==> src/design/suk_pkg.sv <==
package suk_pkg;

  // Table geometry.
  localparam int CAPACITY = 32;
  localparam int IDX_W    = $clog2(CAPACITY);
  localparam int CNT_W    = $clog2(CAPACITY + 1);
  localparam int DATA_W   = 32;

  // Request type codes.
  localparam logic REQ_INSERT = 1'b0;
  localparam logic REQ_DELETE = 1'b1;

  // One request beat.
  typedef struct packed {
    logic                     req_type;
    logic signed [DATA_W-1:0] key_x;
    logic signed [DATA_W-1:0] value_y;
  } req_t;

  // One result beat.
  typedef struct packed {
    logic       ok;
    logic [5:0] entry_count;
  } rsp_t;

  // One stored table entry.
  typedef struct packed {
    logic signed [DATA_W-1:0] key;
    logic signed [DATA_W-1:0] value;
  } entry_t;

  // Memory port controls from the sequencer.
  typedef struct packed {
    logic             re;
    logic [IDX_W-1:0] raddr;
    logic             we;
    logic [IDX_W-1:0] waddr;
    entry_t           wdata;
  } ram_req_t;

endpackage

==> src/design/suk_ram.sv <==
module suk_ram (
  input  logic              clk_i,
  input  suk_pkg::ram_req_t ram_req_i,
  output suk_pkg::entry_t   rdata_o
);

  suk_pkg::entry_t mem_q [suk_pkg::CAPACITY];
  suk_pkg::entry_t rdata_q;

  // One write port and one registered read port.
  always_ff @(posedge clk_i) begin
    if (ram_req_i.we) begin
      mem_q[ram_req_i.waddr] <= ram_req_i.wdata;
    end
    if (ram_req_i.re) begin
      rdata_q <= mem_q[ram_req_i.raddr];
    end
  end

  assign rdata_o = rdata_q;

endmodule

==> src/design/suk_ctrl.sv <==
module suk_ctrl (
  input  logic              clk_i,
  input  logic              rst_ni,
  input  logic              start_i,
  input  suk_pkg::req_t     req_i,
  output logic              busy_o,
  output logic              rsp_valid_o,
  output suk_pkg::rsp_t     rsp_o,
  output suk_pkg::ram_req_t ram_req_o,
  input  suk_pkg::entry_t   rdata_i
);

  localparam logic ST_IDLE = 1'b0;
  localparam logic ST_RUN  = 1'b1;

  logic                         state_q, state_d;
  logic [suk_pkg::CNT_W-1:0]    cnt_q, cnt_d;
  logic [suk_pkg::CNT_W-1:0]    ridx_q, ridx_d;
  logic                         dvld_q, dvld_d;
  logic [suk_pkg::IDX_W-1:0]    didx_q, didx_d;
  logic                         found_q, found_d;
  suk_pkg::entry_t              carry_q, carry_d;
  suk_pkg::req_t                req_q, req_d;
  logic                         rsp_vld_q, rsp_vld_d;
  suk_pkg::rsp_t                rsp_q, rsp_d;
  suk_pkg::entry_t              new_ent;

  assign new_ent.key   = req_q.key_x;
  assign new_ent.value = req_q.value_y;

  // Sequencer: reads entries upward one per cycle and, in the cycle after
  // each read, writes the shifted entries. The write always targets an entry
  // other than the one being read, so no forwarding is needed.
  always_comb begin
    state_d   = state_q;
    cnt_d     = cnt_q;
    ridx_d    = ridx_q;
    dvld_d    = 1'b0;
    didx_d    = didx_q;
    found_d   = found_q;
    carry_d   = carry_q;
    req_d     = req_q;
    rsp_vld_d = 1'b0;
    rsp_d     = rsp_q;
    ram_req_o = '0;

    case (state_q)
      ST_IDLE: begin
        if (start_i) begin
          req_d   = req_i;
          ridx_d  = '0;
          found_d = 1'b0;
          // A full table refuses any insert without scanning.
          if (req_i.req_type == suk_pkg::REQ_INSERT &&
              cnt_q == suk_pkg::CNT_W'(suk_pkg::CAPACITY)) begin
            rsp_vld_d         = 1'b1;
            rsp_d.ok          = 1'b0;
            rsp_d.entry_count = 6'(cnt_q);
          end else begin
            state_d = ST_RUN;
          end
        end
      end

      ST_RUN: begin
        // Issue the next read while entries remain.
        if (ridx_q < cnt_q) begin
          ram_req_o.re    = 1'b1;
          ram_req_o.raddr = ridx_q[suk_pkg::IDX_W-1:0];
          ridx_d          = ridx_q + 1'b1;
          dvld_d          = 1'b1;
          didx_d          = ridx_q[suk_pkg::IDX_W-1:0];
        end

        if (dvld_q) begin
          if (req_q.req_type == suk_pkg::REQ_INSERT) begin
            if (found_q) begin
              // Ripple the displaced entry one place up.
              ram_req_o.we    = 1'b1;
              ram_req_o.waddr = didx_q;
              ram_req_o.wdata = carry_q;
              carry_d         = rdata_i;
            end else if (rdata_i.key == req_q.key_x) begin
              // Duplicate key: stop with nothing changed.
              dvld_d            = 1'b0;
              state_d           = ST_IDLE;
              rsp_vld_d         = 1'b1;
              rsp_d.ok          = 1'b0;
              rsp_d.entry_count = 6'(cnt_q);
            end else if (rdata_i.key > req_q.key_x) begin
              // Ordered position found: place the new entry here.
              ram_req_o.we    = 1'b1;
              ram_req_o.waddr = didx_q;
              ram_req_o.wdata = new_ent;
              carry_d         = rdata_i;
              found_d         = 1'b1;
            end
          end else begin
            if (found_q) begin
              // Close the gap left by the deleted entry.
              ram_req_o.we    = 1'b1;
              ram_req_o.waddr = didx_q - 1'b1;
              ram_req_o.wdata = rdata_i;
            end else if (rdata_i.key == req_q.key_x) begin
              found_d = 1'b1;
            end
          end
        end else if (ridx_q >= cnt_q) begin
          // Scan finished: the closing write of an insert and the result beat.
          state_d   = ST_IDLE;
          rsp_vld_d = 1'b1;
          if (req_q.req_type == suk_pkg::REQ_INSERT) begin
            ram_req_o.we    = 1'b1;
            ram_req_o.waddr = cnt_q[suk_pkg::IDX_W-1:0];
            ram_req_o.wdata = found_q ? carry_q : new_ent;
            cnt_d           = cnt_q + 1'b1;
            rsp_d.ok        = 1'b1;
          end else if (found_q) begin
            cnt_d    = cnt_q - 1'b1;
            rsp_d.ok = 1'b1;
          end else begin
            rsp_d.ok = 1'b0;
          end
          rsp_d.entry_count = 6'(cnt_d);
        end
      end

      default: begin
        state_d = ST_IDLE;
      end
    endcase
  end

  // Control state.
  always_ff @(posedge clk_i or negedge rst_ni) begin
    if (!rst_ni) begin
      state_q   <= ST_IDLE;
      cnt_q     <= '0;
      dvld_q    <= 1'b0;
      rsp_vld_q <= 1'b0;
      found_q   <= 1'b0;
      ridx_q    <= '0;
    end else begin
      state_q   <= state_d;
      cnt_q     <= cnt_d;
      dvld_q    <= dvld_d;
      rsp_vld_q <= rsp_vld_d;
      found_q   <= found_d;
      ridx_q    <= ridx_d;
    end
  end

  // Payload registers.
  always_ff @(posedge clk_i) begin
    didx_q  <= didx_d;
    carry_q <= carry_d;
    req_q   <= req_d;
    rsp_q   <= rsp_d;
  end

  assign busy_o      = (state_q == ST_RUN);
  assign rsp_valid_o = rsp_vld_q;
  assign rsp_o       = rsp_q;

endmodule

==> src/design/sorted_unique_key_table_top.sv <==
// Channel   Handshake            Payload
// request   start & !busy        req_i  (req_type, key_x, value_y)
// result    rsp_valid_o strobe   rsp_o  (ok, entry_count)
//
// After a request is accepted, busy stays high while the sequencer reads the
// entry memory, one entry per cycle, takes the registered read data and ends
// the scan, an insert with a closing write. The result strobe comes in the
// next cycle. An insert into a full table never raises busy and strobes in
// the cycle after acceptance. A duplicate insert stops at the match.
// Reset empties the table at once; no clearing pass is run.
// The result is shown for one cycle and cannot be held off; a new request
// may be accepted in the cycle the previous result is shown.
module sorted_unique_key_table_top (
  input  logic          clk_i,
  input  logic          rst_ni,
  input  logic          start,
  input  suk_pkg::req_t req_i,
  output logic          busy,
  output logic          rsp_valid_o,
  output suk_pkg::rsp_t rsp_o
);

  suk_pkg::ram_req_t ram_req;
  suk_pkg::entry_t   rdata;

  // Entry memory holding key and value side by side.
  suk_ram u_ram (
    .clk_i     (clk_i),
    .ram_req_i (ram_req),
    .rdata_o   (rdata)
  );

  // Scan and shift sequencer.
  suk_ctrl u_ctrl (
    .clk_i       (clk_i),
    .rst_ni      (rst_ni),
    .start_i     (start),
    .req_i       (req_i),
    .busy_o      (busy),
    .rsp_valid_o (rsp_valid_o),
    .rsp_o       (rsp_o),
    .ram_req_o   (ram_req),
    .rdata_i     (rdata)
  );

endmodule

==> config.mk <==
export PLATFORM = sky130hd
export DESIGN_NAME = sorted_unique_key_table_top
export DESIGN_NICKNAME = d
export VERILOG_FILES = /design/src/design/suk_pkg.sv /design/src/design/suk_ram.sv /design/src/design/suk_ctrl.sv /design/src/design/sorted_unique_key_table_top.sv
export SDC_FILE = /design/constraint.sdc
export NUM_CORES = 1
export LEC_CHECK = 0
export BUFFER_PORTS_ARGS = -buffer_cell sky130_fd_sc_hd__buf_4
export CORE_ASPECT_RATIO = 0.6
export CORE_UTILIZATION = 45
export CTS_CLUSTER_DIAMETER = 200
export DETAILED_ROUTE_END_ITERATION = 16
export PLACE_DENSITY = 0.66
export SKIP_LAST_GASP = 1
export SLEW_MARGIN = 20
export SYNTH_ARGS = -nofsm -noshare
export SYNTH_HDL_FRONTEND = slang
export SYNTH_SLANG_ARGS = --single-unit
==> constraint.sdc <==
create_clock -name clk_i -period 5.6 [get_ports clk_i]
set_input_delay 0.56 -clock clk_i [delete_from_list [all_inputs] [get_ports clk_i]]
set_output_delay 0.56 -clock clk_i [all_outputs]
set_load 0.01 [all_outputs]
==> After elaboration in Yosys (flattened, before gate mapping) <==
Memory sizes are Yosys's and may differ from the RTL's. A register that Yosys moved wholly into a read port is not among the register bits.
Index checks and enable logic that the tools add are counted.
{ "word_totals": {"reg_bits": 157, "latch_bits": 0, "ramBits": 2048, "rom_bits": 0, "mem_count": 1} }
{ "classes": {"add_sub_neg": 4, "n_mul": 0, "n_div": 0, "order_cmp": 3, "eq_ne": 11, "n_shift": 0, "muxes": 61, "bitwise_logic": 4, "reduce_logical": 9} }
{ "mem_list": {"columns": ["name", "depth", "word_bits", "read_ports", "rd_ports_with_merged_regs", "wr", "line", "source"], "rows": [
  ["u_ram.mem_q", 32, 64, 1, 1, 1, "suk_ram.sv:7", "suk_pkg::entry_t mem_q [suk_pkg::CAPACITY];"]
]} }
{ "ops": {"columns": ["operator", "n"], "rows": [
  ["2-to-1 mux 70 bit", 8],
  ["2-to-1 mux 64 bit", 4],
  ["2-to-1 mux 76 bit", 1],
  ["2-to-1 mux 7 bit", 7],
  ["== test 32 bit", 1],
  ["greater-than comparator 32 bit", 1],
  ["2-to-1 mux 1 bit", 31],
  ["2-to-1 mux 6 bit", 5],
  ["case mux 7 bit (2 select lines)", 1],
  ["adder 6 x 1 -> 6 bit (second input constant)", 2],
  ["inequality test 3 bit (second input constant)", 4],
  ["case mux 6 bit (2 select lines)", 1],
  ["AND reduction 2 bit", 4],
  ["== test 6 bit (second input constant)", 1],
  ["greater-or-equal comparator 6 bit", 1],
  ["< comparator 6 bit", 1],
  ["inequality test 2 bit (second input constant)", 3],
  ["case mux 1 bit (2 select lines)", 3],
  ["AND reduction 6 bit", 1],
  ["subtractor 6 x 1 -> 6 bit (second input constant)", 1],
  ["AND reduction 5 bit", 1],
  ["subtractor 5 x 1 -> 5 bit (second input constant)", 1],
  ["inequality test 2 x 1 -> 1 bit (second input constant)", 2],
  ["NOT 1 bit", 4],
  ["other kinds (3)", 3]
]} }

==> Logic depth before layout (Yosys ltp) <==
Gate-level depths: netlist of run 1.
{ "logic_depth": {"word_depth": 9, "mapped_depth": 16, "mapped_depth_nobuf": 11} }

==> By module <==
A second synthesis of run 1 with hierarchy kept.
{ "hier_totals": {"hier_cells": 3756, "area_unflattened_um2": 87579.0} }
{ "modules_own_cells": {"columns": ["mod", "n_inst", "cells_each", "area_each_um2"], "rows": [
  ["suk_ram", 1, 3096, 79605.1],
  ["suk_ctrl", 1, 660, 7973.9]
]} }

==> Least setup slack after synthesis of run 1 <==
Ideal clock, no wire load.
{ "synth_timing": {"kind": "flip-flop to flip-flop", "startpoint": "reg, netlist name u_ram.rdata_o[63]", "endpoint": "mem u_ram.mem_q[10][32] in the netlist's numbering (enable)", "t_arrival_ps": 4755, "setup_slack_ps": 384, "path_stages_with_launch": 11, "path_cell_list": "edfxtp_1 ha_1 nand4_4 nor4_4 a2bb2oi_2 and4b_1 a211o_2 buf_6 o31a_1 buf_6 nor3_1"} }
{ "synth_via": {"elab_chain_cells": 9, "elab_cells_between_ends": 10} }
{ "synth_lines": {"columns": ["item", "line", "source"], "rows": [
  ["greater-than comparator 32 bit", "suk_ctrl.sv:90", "end else if (rdata_i.key > req_q.key_x) begin"],
  ["2-to-1 mux 70 bit", "suk_ctrl.sv:90", null],
  ["2-to-1 mux 70 bit (*)", "suk_ctrl.sv:83", "end else if (rdata_i.key == req_q.key_x) begin"],
  ["2-to-1 mux 70 bit (*)", "suk_ctrl.sv:77", "if (found_q) begin"],
  ["2-to-1 mux 70 bit (*)", "suk_ctrl.sv:76", "if (req_q.req_type == suk_pkg::REQ_INSERT) begin"],
  ["2-to-1 mux 70 bit (*)", "suk_ctrl.sv:75", "if (dvld_q) begin"],
  ["2-to-1 mux 76 bit (*)", "suk_ctrl.sv:47", "case (state_q)"],
  ["2-to-1 mux 1 bit", "suk_ram.sv:12", "if (ram_req_i.we) begin"],
  ["2-to-1 mux 1 bit (implied by the code)", "suk_ram.sv:13", "mem_q[ram_req_i.waddr] <= ram_req_i.wdata;"],
  ["end, declared", "suk_ram.sv:7", null]
]} }
Mark *: on every way between the ends. The rest lies on a longest branch, timed or not.

==> Worst setup path in the final report of run 1 <==
{ "layout_timing": {"startpoint": "reg, netlist name u_ram.rdata_o[43]", "endpoint": "mem u_ram.mem_q[5][45] in the netlist's numbering (enable)"} }
{ "layout_via": {"elab_chain_cells": 9, "elab_cells_between_ends": 10} }
{ "layout_lines": {"columns": ["item", "line"], "rows": [
  ["greater-than comparator 32 bit", "suk_ctrl.sv:90"],
  ["2-to-1 mux 70 bit", "suk_ctrl.sv:90"],
  ["2-to-1 mux 70 bit (*)", "suk_ctrl.sv:83"],
  ["2-to-1 mux 70 bit (*)", "suk_ctrl.sv:77"],
  ["2-to-1 mux 70 bit (*)", "suk_ctrl.sv:76"],
  ["2-to-1 mux 70 bit (*)", "suk_ctrl.sv:75"],
  ["2-to-1 mux 76 bit (*)", "suk_ctrl.sv:47"],
  ["2-to-1 mux 1 bit", "suk_ram.sv:12"],
  ["2-to-1 mux 1 bit (implied by the code)", "suk_ram.sv:13"]
]} }
Marked as above.

==> results.sh, run 1 <==
export IMPL_grt_usage_pct=24.0
export IMPL_cp_max_fo=32
export IMPL_yosys_top_cells_count="edfxtp_1 (1133), nand2_1 (844), nand3_1 (243), clkbuf_1 (151), nor2_1 (124)"
export IMPL_grt_pass1_vias=26700
export IMPL_synth_edf_count=1133
export IMPL_grt_overflow=0
export IMPL_pin_count=77
export IMPL_crit_end="u_ram.mem_q[5][45]$_DFFE_PP_"
export IMPL_yosysTopAreaCell="edfxtp_1"
export IMPL_nets=3565
export IMPL_ff_latch_area_mm2=0.0344
export IMPL_synthFlopType="edfxtp_1"
export IMPL_ctsResizeCount=0
export IMPL_vdd_ir_drop_max_mv=0.636
export IMPL_r2r_cells=9
export IMPL_setup_viol=0
export IMPL_drc=0
export IMPL_core_rowCount=90
export IMPL_syn_inst=3356
export IMPL_tightest_slew_ns=1.11
export IMPL_crit_family="simple AND/OR/NAND/NOR gates"
export IMPL_wirelength_um=126000
export IMPL_slew_headroom_pct=25.8
export IMPL_synth_net_count=3467
export IMPL_synth_seq_area_share_pct=74.8
export IMPL_worstSetupPathType="flip-flop to flip-flop"
export IMPL_drive_gt1_share_pct=12.1
export IMPL_leakagePower_uw=0.0176
export IMPL_cp_num_cells=9
export IMPL_status="finished, final reports clean"
export IMPL_dr_pass1_iters=6
export IMPL_timing_final_crit_period_ns=4.75
export IMPL_yosysMostFrequentCell="edfxtp_1"
export IMPL_fin_tns_setup_ns=0
export IMPL_syn_avg_cell_area_um2=13.7
export IMPL_cts_tree="done"
export IMPL_dp_hpwl_um=72600
export IMPL_fmax_ghz=0.211
export IMPL_portBuffers=44
export IMPL_cts_path_max_buffers=3
export IMPL_r2r_end="u_ram.mem_q[5][45]$_DFFE_PP_"
export IMPL_ys_warn_count=0
export IMPL_via_per_inst=5.96
export IMPL_maxCapViolations=0
export IMPL_rsz0062_at_grt="no"
export IMPL_die_y_um=250
export IMPL_cp_data_arrival_time_ns=5.06
export IMPL_antenna_found_initial=2
export IMPL_synth_top_cell_area_share_pct=74.0
export IMPL_grt_pass1_wl_um=182000
export IMPL_clk_pin_slew_ns=0.07
export IMPL_fin_crit_sh_pct=84.7
export IMPL_ys_seq_elements=1149
export IMPL_hold_class="input port to flip-flop"
export IMPL_critPathBufInv=1
export IMPL_worst_setup_path_start_kind="flip-flop"
export IMPL_async_flop_share_pct=1.39
export IMPL_end_kind="flip-flop"
export IMPL_slew_viol_final=0
export IMPL_nFillCells=8267
export IMPL_dieArea_mm2=0.104
export IMPL_rrSetupSlack_ns=0.85
export IMPL_place_ws_ns=0.990
export IMPL_drtIter0Drc=4515
export IMPL_avgRoutedWirePerCell_um=25.8
export IMPL_gp_congestion=0.889
export IMPL_clkSinkCount=1149
export IMPL_worstPathRequired_ns=5.91
export IMPL_cp_slowest_cell="nor4_1"
export IMPL_h_tree_depth=3
export IMPL_crit_chain="ha_1, nand4_1, nor4_1, nand3_1, nor2_1, a211o_2, o31a_1, and3_2, buf_4"
export IMPL_finClkSkew_ns=0.0266
export IMPL_power_density_mw_per_mm2=477
export IMPL_synth_area_mm2=0.0460
export IMPL_clk_latency_ns=0.70
export IMPL_core_area_mm2=0.101
export IMPL_synth_area_leaders="edfxtp_1 (74%), nand2_1 (6.9%), nand3_1 (2.6%)"
export IMPL_hold_viol_final=0
export IMPL_die_x_um=415
export IMPL_vias=29000
export IMPL_multi_input_area_mm2=0.0109
export IMPL_rr_startpoint="u_ram.rdata_o[43]$_DFFE_PP_"
export IMPL_cts_buffers=95
export IMPL_antenna_left=0
export IMPL_synth_distinct_cells=59
export IMPL_crit_path_start="u_ram.rdata_o[43]$_DFFE_PP_"
export IMPL_area_growth_pct=13.9
export IMPL_finalWorstSetupSlack_ns=0.854
export IMPL_grt_max_degree=121
export IMPL_cpPeakStageDelay_ns=0.86
export IMPL_root_buffer="clkbuf_16"
export IMPL_start_util_pct=45.6
## sequential cells by signal, summed over array words and instances (netlist names)
register,cells
u_ram.mem_q,1024
u_ram.rdata_o,32
u_ctrl.new_ent,32
u_ctrl.found_q,1
u_ctrl.didx_q,5
u_ctrl.rsp_valid_o,1
u_ctrl.busy_o,1
u_ctrl.cnt_q,6
u_ctrl.carry_q,32
u_ctrl.ridx_q,6
u_ctrl.dvld_q,1
u_ctrl.req_q,1
u_ctrl.rsp_o,7
## report_power, final
group / switching (uW) / internal, uW / total (uW)
sequential: 358 / 11000 / 11400
clock: 3130 / 4000 / 7130
combinational: 4680 / 1780 / 6470
## area by class of cell
class	count	share of cell area, %
inverter	47	0.337
clock inverter	70	1.62
multi-input combinational	1958	20.9
timing repair buffer	203	3.58
sequential	1149	65.7
clock buffer	109	4.68
antenna	2	0.00955
tap	1334	3.19
## layer usage
| layer | share of wire [%] | track usage [%] |
|---|---|---|
| met3 | 12 | 4.88 |
| met2 | 41 | 32.8 |
| met4 | 2.4 | 6.35 |
| met5 | 0.010 | 0 |
| met1 | 44 | 38.4 |
## worst register-to-register path, stage by stage, from the launching register on
cell and delay (ns):
edfxtp_1 0.44, ha_1 0.36, nand4_1 0.22, nor4_1 0.86
nand3_1 0.30, nor2_1 0.21, a211o_2 0.44, o31a_1 0.68
and3_2 0.30, buf_4 0.53
## cells in the final DEF, fill, tap and decap left out, types with 14 or more instances in the layout
cell type / synthesis / layout
nor2_1: 124 / 110
a32oi_1: 96 / 96
mux2i_1: 117 / 117
bufinv_16: 0 / 18
a311oi_1: 32 / 32
buf_4: 3 / 174
a31oi_1: 69 / 69
nor2_4: 0 / 14
nor3_2: 0 / 16
a21oi_1: 101 / 101
o21ai_0: 64 / 42
nand2_1: 844 / 836
clkinv_1: 2 / 24
o211ai_1: 33 / 33
nand3_1: 243 / 243
edfxtp_1: 1133 / 1133
inv_1: 45 / 44
dfrtp_1: 16 / 14
ha_1: 43 / 43
clkbuf_16: 0 / 96
clkinv_2: 0 / 15
buf_12: 0 / 28
nor3_1: 58 / 42
o2111ai_1: 32 / 32
## metrics by stage
| step | hold WS, ns | total power, uW | cells | utilization (%) | instance area [um^2] |
|---|---|---|---|---|---|
| finish | 0.0361 | 25000 | 4872 | 51.9 | 52400 |
| CTS | 0.00414 | 24900 | 4870 | 51.9 | 52400 |
| detailed placement | 0.441 | 17900 | 4690 | 48.6 | 49100 |
| floorplan | 0.264 | 15200 | 3356 | - | 46000 |
| global placement | 0.439 | 17800 | 4690 | 48.6 | 49100 |
| global route | 0.0151 | 25900 | 4870 | 51.9 | 52400 |
## how the worst min path moves through the flow
stage,start,slack (ns),cells past startpoint,end
after detailed placement,rst_ni,0.44,1,u_ctrl.busy_o$_DFF_PN0_
after CTS,req_i[39],0.004,1,u_ctrl.new_ent[39]$_DFFE_PP_
after floorplan,rst_ni,0.26,0,u_ctrl.busy_o$_DFF_PN0_
after global routing,req_i[38],0.02,1,u_ctrl.new_ent[38]$_DFFE_PP_
after global placement,rst_ni,0.44,1,u_ctrl.found_q$_DFFE_PN0P_
final,req_i[54],0.04,1,u_ctrl.new_ent[54]$_DFFE_PP_
## logic make-up after synthesis
group                    count (synthesis)  share of synthesized area (%)
flip-flops                            1149                           74.8
multiplexers                           117                           2.55
XOR/XNOR                                14                          0.267
buffers and inverters                  249                           2.18
AO/OA/AOI/OAI                          469                           7.12
adder cells (fa/ha/maj)                 43                           1.17
AND/OR/NAND/NOR                       1315                           11.9
## what timing repair did
action | CTS | global route
hold endpoints to repair | 16 | 0
setup buffers | 0 | 0
hold buffers | 1 | 0
Note: power is estimated with default switching activity, not from simulation.
==> run 2: changes to the inputs <==
==> constraint.sdc (replaced) <==
create_clock -name clk_i -period 4.1 [get_ports clk_i]
set_input_delay 0.41 -clock clk_i [delete_from_list [all_inputs] [get_ports clk_i]]
set_output_delay 0.41 -clock clk_i [all_outputs]
set_load 0.01 [all_outputs]
==> results.sh, run 2 (synthesis results as in run 1) <==
export IMPL_pin_count=77
export IMPL_fmax_ghz=0.253
export IMPL_root_buffer="clkbuf_16"
export IMPL_slew_headroom_pct=40.1
export IMPL_maxCapViolations=0
export IMPL_die_x_um=415
export IMPL_setup_viol=0
export IMPL_nFillCells=8123
export IMPL_drc=0
export IMPL_cp_max_fo=25
export IMPL_place_ws_ns=0.00813
export IMPL_gp_congestion=0.880
export IMPL_portBuffers=44
export IMPL_timing_final_crit_period_ns=3.95
export IMPL_antenna_found_initial=0
export IMPL_whs_ns=0.0711
export IMPL_hold_viol_final=0
export IMPL_p_total_uw=34500
export IMPL_nets=3674
export IMPL_drtIter0Drc=4341
export IMPL_core_area_mm2=0.101
export IMPL_holdPathEnd="u_ctrl.rsp_valid_o$_DFF_PN0_"
export IMPL_grt_usage_pct=24.2
export IMPL_power_density_mw_per_mm2=638
export IMPL_grt_pass1_vias=27300
export IMPL_final_cell_mix="edfxtp_1 (1133), nand2_1 (836), nand3_1 (243)"
export IMPL_whs_path_depth=3
export IMPL_wirelength_um=127000
export IMPL_h_tree_depth=3
export IMPL_rrSetupSlack_ns=0.15
export IMPL_rr_startpoint="u_ram.rdata_o[57]$_DFFE_PP_"
export IMPL_final_util_pct=53.5
export IMPL_worstPathRequired_ns=4.46
export IMPL_cts_buffers=95
export IMPL_dieArea_mm2=0.104
export IMPL_cp_data_arrival_time_ns=4.32
export IMPL_r2r_cells=11
export IMPL_drive_gt1_share_pct=13.7
export IMPL_fin_crit_sh_pct=96.5
export IMPL_final_common_cell="edfxtp_1"
export IMPL_finClkSkew_ns=0.0341
export IMPL_cts_path_max_buffers=3
export IMPL_placed_cell_area_mm2=0.0505
export IMPL_tightest_slew_ns=0.896
export IMPL_hold_start="start"
export IMPL_avgRoutedWirePerCell_um=25.5
export IMPL_top_register="u_ram.mem_q"
export IMPL_clk_latency_ns=0.70
export IMPL_vdd_ir_drop_max_mv=0.412
export IMPL_largest_register_ff_count=1024
export IMPL_grt_overflow=0
export IMPL_grt_pass1_wl_um=185000
export IMPL_core_rowCount=90
export IMPL_hold_class="input port to flip-flop"
export IMPL_clkSinkCount=1149
export IMPL_start_util_pct=45.6
export IMPL_worst_setup_path_start_kind="flip-flop"
export IMPL_leakagePower_uw=0.0183
export IMPL_dr_pass1_iters=6
export IMPL_r2r_end="u_ram.mem_q[1][56]$_DFFE_PP_"
export IMPL_vias=29600
export IMPL_status="finished, final reports clean"
export IMPL_area_growth_pct=17.4
export IMPL_die_y_um=250
export IMPL_worstSetupPathType="flip-flop to flip-flop"
export IMPL_grt_max_degree=70
export IMPL_cts_tree="done"
export IMPL_dp_hpwl_um=76600
export IMPL_finalWorstSetupSlack_ns=0.145
export IMPL_end_kind="flip-flop"
export IMPL_via_per_inst=5.94
export IMPL_slew_viol_final=0
export IMPL_clk_pin_slew_ns=0.07
export IMPL_antenna_left=0
export IMPL_rsz0062_at_grt="yes"
export IMPL_design_area_mm2=0.0540
[run 2: report_power, final]
| part | switching (uW) | leakage (uW) | total (uW) | internal, uW |
|---|---|---|---|---|
| combinational | 6670 | 0.00604 | 9760 | 3090 |
| clock | 4190 | 0.00151 | 9210 | 5020 |
| sequential | 471 | 0.0107 | 15500 | 15000 |
| total | 11300 | 0.0183 | 34500 | 23100 |
[run 2: worst max path at each step]
stage,from,slack (ns),to
final,u_ram.rdata_o[57]$_DFFE_PP_,0.15,u_ram.mem_q[1][56]$_DFFE_PP_
after global routing,u_ram.rdata_o[62]$_DFFE_PP_,-0.004,u_ram.mem_q[31][52]$_DFFE_PP_
after CTS,u_ram.rdata_o[62]$_DFFE_PP_,-0.02,u_ram.mem_q[5][63]$_DFFE_PP_
after detailed placement,u_ram.rdata_o[62]$_DFFE_PP_,0.008,u_ram.mem_q[1][63]$_DFFE_PP_
after global placement,u_ram.rdata_o[57]$_DFFE_PP_,0.18,u_ram.mem_q[1][63]$_DFFE_PP_
after floorplan,u_ram.rdata_o[63]$_DFFE_PP_,-0.30,u_ram.mem_q[30][32]$_DFFE_PP_
[run 2: final cells by class]
cell class | instances | area (um^2) | share of cell area [%]
Antenna cell | 1 | 2.50 | 0.00463
Clock buffer | 122 | 2570 | 4.76
Clock inverter | 52 | 531 | 0.982
Inverter | 47 | 176 | 0.327
Multi-Input combinational cell | 1958 | 11000 | 20.4
Sequential cell | 1149 | 34400 | 63.7
Tap cell | 1334 | 1670 | 3.09
Timing Repair Buffer | 312 | 3630 | 6.72
[run 2: per-layer routing]
layer  global-route usage (%)  vias up  wire length, um
li1                         -    13000                -
met1                     38.4    14600            55600
met2                     33.9     1785            52600
met3                     4.33      211            15100
met4                     6.69        0             3340
met5                        0        -                0
[run 2: through the flow]
| step | setup TNS (ns) | instances |
|---|---|---|
| final | 0 | 4975 |
| after global routing | -0.0122 | 4974 |
| after CTS | -0.638 | 4973 |
| after detailed placement | 0 | 4765 |
| after global placement | 0 | 4765 |
| after floorplan | -70.16 | 3356 |
[run 2: worst max-delay path: stages (launching register included)]
cell,delay [ns]
edfxtp_1,0.42
ha_1,0.41
nand4_1,0.19
nor4_4,0.32
buf_4,0.20
a2bb2oi_2,0.10
a211oi_1,0.44
a211o_2,0.36
a21oi_1,0.10
nor3_1,0.48
and3_2,0.33
buf_12,0.25
[run 2: what timing repair did]
| action | 4_1_cts | 5_1_grt |
|---|---|---|
| endpoints found under the hold margin | 49 | 0 |
| hold buffers | 34 | 0 |
| gates resized for setup | 0 | 2 |
| buffers inserted | 0 | 0 |
| pin swaps | 0 | 0 |
| setup endpoints to repair | 60 | 17 |
